[config.mk]
export PLATFORM = sky130hd
export DESIGN_NAME = radix_integer_parser
export DESIGN_NICKNAME = d
export VERILOG_FILES = /design/src/design/rip_pkg.sv /design/src/design/rip_step.sv /design/src/design/rip_finish.sv /design/src/design/radix_integer_parser.sv
export SDC_FILE = /design/constraint.sdc
export NUM_CORES = 1
export LEC_CHECK = 0
export BUFFER_PORTS_ARGS = -buffer_cell sky130_fd_sc_hd__clkbuf_2
export CAP_MARGIN = 20
export CORE_ASPECT_RATIO = 1.1
export CORE_MARGIN = 5
export CORE_UTILIZATION = 54
export DETAILED_ROUTE_END_ITERATION = 10
export GPL_TIMING_DRIVEN = 0
export PLACE_DENSITY = 0.78
export SLEW_MARGIN = 40
export SYNTH_ARGS = -nofsm -noshare
export SYNTH_HDL_FRONTEND = slang
export SYNTH_SLANG_ARGS = --single-unit
[constraint.sdc]
create_clock -name clk -period 13.82 [get_ports clk]
set_input_delay 2.764 -clock clk [delete_from_list [all_inputs] [get_ports clk]]
set_output_delay 2.764 -clock clk [all_outputs]
set_load 0.01 [all_outputs]
[src/design/rip_pkg.sv]
package rip_pkg;

    typedef enum logic [2:0] {
        ST_OK        = 3'd0,
        ST_BAD_RADIX = 3'd1,
        ST_MALFORMED = 3'd2,
        ST_BAD_DIGIT = 3'd3,
        ST_OVERFLOW  = 3'd4,
        ST_RANGE     = 3'd5
    } status_t;

    typedef enum logic [1:0] {
        REG_RADIX        = 2'd0,
        REG_RESULT_WIDTH = 2'd1
    } reg_index_t;

    typedef enum logic [1:0] {
        WIDTH_8  = 2'd0,
        WIDTH_16 = 2'd1,
        WIDTH_32 = 2'd2,
        WIDTH_64 = 2'd3
    } width_code_t;

    localparam logic [20:0] CH_MINUS = 21'h2D;
    localparam logic [20:0] CH_PLUS  = 21'h2B;
    localparam logic [20:0] CH_ZERO  = 21'h30;

    localparam logic [5:0] RADIX_MIN   = 6'd2;
    localparam logic [5:0] RADIX_MAX   = 6'd36;
    localparam logic [5:0] RADIX_RESET = 6'd10;
    localparam logic [6:0] NO_DIGIT    = 7'd99;

    // lower bounds of the negative accumulator, widened for the multiply-subtract
    localparam logic signed [71:0] LIMIT64_NEG = {{9{1'b1}}, 63'd0};
    localparam logic signed [71:0] LIMIT64_POS = LIMIT64_NEG + 72'sd1;
    localparam logic signed [71:0] LIMIT32_NEG = {{41{1'b1}}, 31'd0};
    localparam logic signed [71:0] LIMIT32_POS = LIMIT32_NEG + 72'sd1;

    localparam logic signed [63:0] I32_MIN = -64'sd2147483648;
    localparam logic signed [63:0] I32_MAX = 64'sd2147483647;
    localparam logic signed [63:0] I16_MIN = -64'sd32768;
    localparam logic signed [63:0] I16_MAX = 64'sd32767;
    localparam logic signed [63:0] I8_MIN  = -64'sd128;
    localparam logic signed [63:0] I8_MAX  = 64'sd127;

    typedef struct packed {
        logic [20:0] char_code;
        logic        last_char;
        logic        empty_text;
    } in_item_t;

    typedef struct packed {
        logic signed [63:0] parsed_value;
        logic [2:0]         parse_status;
    } out_item_t;

    typedef struct packed {
        logic [5:0] radix;
        logic [1:0] result_width;
    } cfg_t;

    // parse state at the end of a string, handed to the finishing stage
    typedef struct packed {
        logic signed [63:0] acc;
        logic               is_negative;
        logic               digit_seen;
        status_t            error_code;
        logic               radix_ok;
        logic [1:0]         result_width;
    } end_rec_t;

    function automatic logic [6:0] digit_value(input logic [20:0] c);
        logic [6:0] v;
        v = NO_DIGIT;
        if (c >= 21'h30 && c <= 21'h39)
        begin
            v = 7'(c - 21'h30);
        end
        else if (c >= 21'h61 && c <= 21'h7A)
        begin
            v = 7'(c - 21'h61 + 21'd10);
        end
        else if (c >= 21'h41 && c <= 21'h5A)
        begin
            v = 7'(c - 21'h41 + 21'd10);
        end
        return v;
    endfunction

endpackage

[src/design/rip_step.sv]
module rip_step
    import rip_pkg::*;
(
    input  logic     clk,
    input  logic     rst_n,
    input  cfg_t     cfg,
    input  logic     item_valid,
    output logic     item_ready,
    input  in_item_t item,
    output logic     end_valid,
    input  logic     end_ready,
    output end_rec_t end_rec
);

    logic signed [63:0] acc_reg, acc_next;
    logic               neg_reg, neg_next;
    logic               first_reg, first_next;
    logic               seen_reg, seen_next;
    status_t            err_reg, err_next;
    logic               end_valid_reg, end_valid_next;
    end_rec_t           end_rec_reg;

    logic signed [63:0] upd_acc;
    logic               upd_neg;
    logic               upd_first;
    logic               upd_seen;
    status_t            upd_err;

    logic               radix_ok;
    logic [6:0]         digit;
    logic signed [71:0] acc_ext;
    logic signed [71:0] radix_ext;
    logic signed [71:0] prod;
    logic signed [71:0] cand;
    logic signed [71:0] limit;
    logic               ends;
    logic               take;

    assign radix_ok  = (cfg.radix >= RADIX_MIN) && (cfg.radix <= RADIX_MAX);
    assign digit     = digit_value(item.char_code);
    assign acc_ext   = {{8{acc_reg[63]}}, acc_reg};
    assign radix_ext = {66'd0, cfg.radix};
    assign prod      = acc_ext * radix_ext;
    assign cand      = prod - {65'd0, digit};
    assign ends      = item.empty_text || item.last_char;
    assign item_ready = !ends || !end_valid_reg || end_ready;
    assign take       = item_valid && item_ready;

    always_comb
    begin
        if (cfg.result_width == WIDTH_64)
        begin
            limit = neg_reg ? LIMIT64_NEG : LIMIT64_POS;
        end
        else
        begin
            limit = neg_reg ? LIMIT32_NEG : LIMIT32_POS;
        end
    end

    always_comb
    begin
        upd_acc   = acc_reg;
        upd_neg   = neg_reg;
        upd_first = first_reg;
        upd_seen  = seen_reg;
        upd_err   = err_reg;
        if (!item.empty_text)
        begin
            upd_first = 1'b0;
            if (!radix_ok)
            begin
                upd_err = ST_BAD_RADIX;
            end
            else if (err_reg == ST_OK)
            begin
                if (first_reg && item.char_code < CH_ZERO)
                begin
                    if (item.char_code == CH_MINUS)
                    begin
                        upd_neg = 1'b1;
                    end
                    else if (item.char_code != CH_PLUS)
                    begin
                        upd_err = ST_MALFORMED;
                    end
                end
                else if (digit >= {1'b0, cfg.radix})
                begin
                    upd_err = ST_BAD_DIGIT;
                end
                // acc*radix - digit below the limit covers both overflow checks
                else if (cand < limit)
                begin
                    upd_err = ST_OVERFLOW;
                end
                else
                begin
                    upd_acc  = cand[63:0];
                    upd_seen = 1'b1;
                end
            end
        end
    end

    always_comb
    begin
        acc_next       = acc_reg;
        neg_next       = neg_reg;
        first_next     = first_reg;
        seen_next      = seen_reg;
        err_next       = err_reg;
        end_valid_next = end_valid_reg;
        if (end_ready)
        begin
            end_valid_next = 1'b0;
        end
        if (take)
        begin
            if (ends)
            begin
                acc_next       = '0;
                neg_next       = 1'b0;
                first_next     = 1'b1;
                seen_next      = 1'b0;
                err_next       = ST_OK;
                end_valid_next = 1'b1;
            end
            else
            begin
                acc_next   = upd_acc;
                neg_next   = upd_neg;
                first_next = upd_first;
                seen_next  = upd_seen;
                err_next   = upd_err;
            end
        end
    end

    always_ff @(posedge clk or negedge rst_n)
    begin
        if (!rst_n)
        begin
            acc_reg       <= '0;
            neg_reg       <= 1'b0;
            first_reg     <= 1'b1;
            seen_reg      <= 1'b0;
            err_reg       <= ST_OK;
            end_valid_reg <= 1'b0;
        end
        else
        begin
            acc_reg       <= acc_next;
            neg_reg       <= neg_next;
            first_reg     <= first_next;
            seen_reg      <= seen_next;
            err_reg       <= err_next;
            end_valid_reg <= end_valid_next;
        end
    end

    always_ff @(posedge clk)
    begin
        if (take && ends)
        begin
            end_rec_reg.acc          <= upd_acc;
            end_rec_reg.is_negative  <= upd_neg;
            end_rec_reg.digit_seen   <= upd_seen;
            end_rec_reg.error_code   <= upd_err;
            end_rec_reg.radix_ok     <= radix_ok;
            end_rec_reg.result_width <= cfg.result_width;
        end
    end

    assign end_valid = end_valid_reg;
    assign end_rec   = end_rec_reg;

endmodule

[src/design/rip_finish.sv]
module rip_finish
    import rip_pkg::*;
(
    input  logic      clk,
    input  logic      rst_n,
    input  logic      end_valid,
    output logic      end_ready,
    input  end_rec_t  end_rec,
    output logic      out_valid,
    input  logic      out_ready,
    output out_item_t out_data
);

    logic               out_valid_reg, out_valid_next;
    out_item_t          out_data_reg;
    logic signed [63:0] value;
    status_t            status;
    logic               take;

    assign end_ready = !out_valid_reg || out_ready;
    assign take      = end_valid && end_ready;

    always_comb
    begin
        value  = end_rec.is_negative ? end_rec.acc : -end_rec.acc;
        status = end_rec.error_code;
        if (!end_rec.radix_ok)
        begin
            status = ST_BAD_RADIX;
        end
        else if (status == ST_OK && !end_rec.digit_seen)
        begin
            status = ST_MALFORMED;
        end
        if (status == ST_OK)
        begin
            // width may have been narrowed mid-string, so recheck the 32-bit range
            if (end_rec.result_width != WIDTH_64 && (value < I32_MIN || value > I32_MAX))
            begin
                status = ST_OVERFLOW;
            end
            else if (end_rec.result_width == WIDTH_8 && (value < I8_MIN || value > I8_MAX))
            begin
                status = ST_RANGE;
            end
            else if (end_rec.result_width == WIDTH_16 &&
                     (value < I16_MIN || value > I16_MAX))
            begin
                status = ST_RANGE;
            end
        end
        if (status != ST_OK)
        begin
            value = '0;
        end
    end

    always_comb
    begin
        out_valid_next = out_valid_reg;
        if (out_ready)
        begin
            out_valid_next = 1'b0;
        end
        if (take)
        begin
            out_valid_next = 1'b1;
        end
    end

    always_ff @(posedge clk or negedge rst_n)
    begin
        if (!rst_n)
        begin
            out_valid_reg <= 1'b0;
        end
        else
        begin
            out_valid_reg <= out_valid_next;
        end
    end

    always_ff @(posedge clk)
    begin
        if (take)
        begin
            out_data_reg.parsed_value <= value;
            out_data_reg.parse_status <= status;
        end
    end

    assign out_valid = out_valid_reg;
    assign out_data  = out_data_reg;

endmodule

[src/design/radix_integer_parser.sv]
// path: a character is registered at the input, an ended string's record in rip_step,
//   and its result in the output register of rip_finish
// throughput: one character per cycle while the output is not held off, set by the
//   multiply-subtract-compare that feeds the accumulator back on itself
// reset: asynchronous, active low; parse state cleared, radix 10, width int32
module radix_integer_parser
    import rip_pkg::*;
(
    input  logic       clk,
    input  logic       rst_n,
    input  logic       in_valid,
    output logic       in_ready,
    input  in_item_t   in_data,
    output logic       out_valid,
    input  logic       out_ready,
    output out_item_t  out_data,
    input  logic       cfg_valid,
    output logic       cfg_ready,
    input  logic [1:0] cfg_index,
    input  logic [5:0] cfg_data
);

    cfg_t     cfg_reg, cfg_next;
    logic     in_valid_reg, in_valid_next;
    in_item_t in_data_reg;
    logic     step_ready;
    logic     end_valid;
    logic     end_ready;
    end_rec_t end_rec;

    assign cfg_ready = 1'b1;
    assign in_ready  = !in_valid_reg || step_ready;

    always_comb
    begin
        cfg_next = cfg_reg;
        if (cfg_valid && cfg_ready)
        begin
            case (cfg_index)
                REG_RADIX:        cfg_next.radix        = cfg_data;
                REG_RESULT_WIDTH: cfg_next.result_width = cfg_data[1:0];
                default:          cfg_next = cfg_reg;
            endcase
        end
    end

    always_comb
    begin
        in_valid_next = in_valid_reg;
        if (step_ready)
        begin
            in_valid_next = 1'b0;
        end
        if (in_valid && in_ready)
        begin
            in_valid_next = 1'b1;
        end
    end

    always_ff @(posedge clk or negedge rst_n)
    begin
        if (!rst_n)
        begin
            cfg_reg.radix        <= RADIX_RESET;
            cfg_reg.result_width <= WIDTH_32;
            in_valid_reg         <= 1'b0;
        end
        else
        begin
            cfg_reg      <= cfg_next;
            in_valid_reg <= in_valid_next;
        end
    end

    always_ff @(posedge clk)
    begin
        if (in_valid && in_ready)
        begin
            in_data_reg <= in_data;
        end
    end

    rip_step u_step (
        .clk        (clk),
        .rst_n      (rst_n),
        .cfg        (cfg_reg),
        .item_valid (in_valid_reg),
        .item_ready (step_ready),
        .item       (in_data_reg),
        .end_valid  (end_valid),
        .end_ready  (end_ready),
        .end_rec    (end_rec)
    );

    rip_finish u_finish (
        .clk       (clk),
        .rst_n     (rst_n),
        .end_valid (end_valid),
        .end_ready (end_ready),
        .end_rec   (end_rec),
        .out_valid (out_valid),
        .out_ready (out_ready),
        .out_data  (out_data)
    );

`ifndef SYNTHESIS
    a_err_zero: assert property (@(posedge clk) disable iff (!rst_n)
        out_valid && out_data.parse_status != ST_OK |-> out_data.parsed_value == 64'sd0)
        else $error("non-zero value with error status");

    a_byte_range: assert property (@(posedge clk) disable iff (!rst_n)
        out_valid && out_data.parse_status == ST_OK && cfg_reg.result_width == WIDTH_8
        |-> out_data.parsed_value >= I8_MIN && out_data.parsed_value <= I8_MAX)
        else $error("byte result out of range");

    a_short_range: assert property (@(posedge clk) disable iff (!rst_n)
        out_valid && out_data.parse_status == ST_OK && cfg_reg.result_width == WIDTH_16
        |-> out_data.parsed_value >= I16_MIN && out_data.parsed_value <= I16_MAX)
        else $error("short result out of range");

    a_end_moves: assert property (@(posedge clk) disable iff (!rst_n)
        end_valid && end_ready |=> out_valid)
        else $error("ended string lost before output register");
`endif

endmodule

==> reports/qor.txt <==
outcome = finished clean
Port Buf Inserts = 104
Clock Tree Root = clkbuf_16
ys flop type = edfxtp_1
Ys Warns = 0
final hold vios = 0
first-pass GRT wire length = 138000 µm
fin crit share = 0.975
P per Cell Area = 62.3 nW/µm²
layout cells sized above 1 = 0.110
NetSw = 0.604 mW
Yosys top cell by area = fa_1
Seq pwr share = 0.438
Post-Route Skew = 10.1 ps
worst vdd ir = 0.102 mV
CP max stage cell = or4b_2
Reg clk slew, reported paths = 60 ps
Max Slew Vio Count = 0
maximum clock path buffer count = 3
most repeated library cell on the critical path = fa_1
Clock Latency Late Sink = 580 ps
met3 wire length = 8380 µm
setup violators final = 0
GPL Wtd Cong = 1.04
critical-path maximum fanout = 10
TritonCTS clock tree = built
vias per inst = 6.04
Mapped Area = 29300 µm²
transition time of the tightest slew-check pin = 836 ps
clock sink count = 243
M1 wire length = 35100 µm
area grow syn2layout = 9.07%
top cells by area, synth = fa_1 (18%), edfxtp_1 (17%), ha_1 (8.3%), and2_1 (7.1%), dfrtp_1 (6.6%)
reg-to-reg endpoint = u_step.acc_reg[55]
ANT cells = 0
CP endpoint kind = register
highest routing layer actually used = met5
Reg2Reg Depth = 43
maximum clock rate = 0.0742 GHz
Clk pwr share = 0.368
Seq/Total Area, Yosys = 0.236
vias in the first global route = 24600
Pwr Total = 1.99 mW
Synthesized Nets = 3688
DRT antenna net count = 0
Comb pwr share = 0.194
slew margin rel. = 0.437
CP required = 14330 ps
remaining global-route overflow = 0
Mapped Avg Cell Area = 9.15 µm²
WP buf/inv = 10
Post-synth EDFFs = 162
Mapped Cells = 3197
row cnt = 89
total CTS buffers = 27
area fraction of the dominant cell type after synthesis = 0.178
number of flip-flops in the largest register = 72
io pins = 106
DR vias = 24700
die width = 232 µm
crit path time final = 13470 ps
post-DP HPWL = 71800 µm
Sum Neg Setup Slack = 0 ps
final net count = 3828
Power Internal = 1.38 mW
FFs w/ async S/R, synth = 0.333
largest net degree at the start of global routing = 68
Crit Reg-Reg Startpoint = cfg_reg[4]
crit-path max cell delay = 590 ps
drt total wl = 88400 µm
router iterations before antenna repair = 6
DR DRC count = 0
most frequent cell after synthesis = and2_1
max_cap viols = 0
Top delay family on crit path = simple AND/OR/NAND/NOR gates
crit path DAT = 13980 ps
die height = 254 µm
unrepaired setup endpoints after global routing = false
routed len/inst = 21.6 µm
drt first-iter violations = 2054
sw frac = 0.304
met2 routed WL = 39400 µm
Post-synth top cells = and2_1 (330), inv_1 (281), fa_1 (260)
core area = 53700 µm²
Synth cell types = 103
worst setup path startpoint = cfg_reg[4]
Tot GR Track Use = 0.299
Placed Cells = 4033
Fillers = 4722
worst hold endpoint = u_step.first_reg
Synth Register Bits = 243
Tightest Hold Check Type = reg2reg
Final Instance Area = 31900 µm²
Static Leak = 15.0 nW
flop2flop setup slack = 350 ps
Finished Layout Cells = 4086
worst hold stages = 2
initial antenna violation count = 6
placed cell areas = 30900 µm²
CP Launch Type = register
hold path start = u_step.first_reg
die area = 58900 µm²
class of the most critical setup path = reg2reg
htree depth = 1
Initial Util = 0.545
-- cell families (layout without fill, tap and decap cells) --
family | after synthesis | count (layout) | share of synthesized area
AOI/OAI and AO/OA | 599 | 599 | 0.142
xor gates and xnor gates | 174 | 174 | 0.0521
adders and majority gates | 455 | 455 | 0.261
buffers and inverters | 433 | 594 | 0.0596
DFF | 243 | 243 | 0.236
muxes | 72 | 72 | 0.0274
other | 1 | 1 | 0.000128
and+or+nand+nor | 1220 | 1220 | 0.221
-- layout make-up --
type / instances / area (µm²) / share of cell area
flip-flops and latches: 243 / 6900 / 0.216
repair buffers: 112 / 652 / 0.0204
well taps: 728 / 911 / 0.0285
inverters: 281 / 1060 / 0.0332
clock buffers: 36 / 761 / 0.0238
plain buffers: 151 / 722 / 0.0226
multi-input cells: 2521 / 20800 / 0.651
clock inverters: 14 / 141 / 0.00443
-- worst max path at each step --
| stage | endpoint | slack (ps) | cells after the start |
|---|---|---|---|
| 6_report | u_step.acc_reg[55] | 350 | 43 |
| 5_1_grt | u_step.acc_reg[26] | 130 | 43 |
| 4_1_cts | u_step.acc_reg[55] | 30 | 43 |
| 3_5_place_dp | u_step.acc_reg[23] | -900 | 41 |
| 3_3_place_gp | u_step.acc_reg[20] | -2060 | 41 |
| 2_1_floorplan | u_step.acc_reg[46] | 3090 | 41 |
-- layer usage --
| layer | vias to the layer above | GRT usage |
|---|---|---|
| met5 | - | 0 |
| met4 | 4 | 0.150 |
| met3 | 256 | 0.0755 |
| met2 | 982 | 0.477 |
| met1 | 12000 | 0.382 |
| li1 | 11400 | - |
-- power by group through the flow --
stage,registers [mW],logic [mW],clock network [mW]
final,0.871,0.385,0.732
after global routing,0.877,0.419,0.771
after CTS,0.871,0.379,0.740
after detailed placement,0.885,0.374,0
after global placement,0.888,0.361,0
after floorplan,0.891,0.202,0
-- worst min-delay path, cell delays in order (launching register included) --
cell	delay, ps
dfstp_2	370
nand2_1	50
nand2_1	50
-- placed cells by master, fill, tap and decap left out, types with 36 or more instances in the layout --
cell type	count
xor2_1	57
nand3_1	36
nand2_1	245
a21o_1	51
and2_1	327
nor3_1	75
inv_1	280
clkbuf_2	123
a21oi_1	150
mux2_2	65
nor4_1	36
ha_1	195
o21ai_0	85
fa_1	260
xnor2_1	117
nand4_1	76
clkbuf_1	88
edfxtp_1	162
a22o_1	65
nor2_1	243
dfrtp_1	77
-- repair_timing --
action | 4_1_cts | 5_1_grt
resized for setup | 6 | 46
pin swaps | 2 | 1
hold buffers | 0 | 0
endpoints found under the setup margin | 130 | 130
setup buffers | 2 | 2
-- metrics by stage --
| stage | util | hold WS [ps] | setup WS (ps) |
|---|---|---|---|
| after CTS | 0.593 | 472 | 32.9 |
| after floorplan | - | 434 | 3090 |
| after global placement | 0.572 | 454 | -2060 |
| final | 0.595 | 465 | 351 |
| after detailed placement | 0.575 | 459 | -896 |
| after global routing | 0.595 | 486 | 129 |
(Power assumes the default switching activity.)
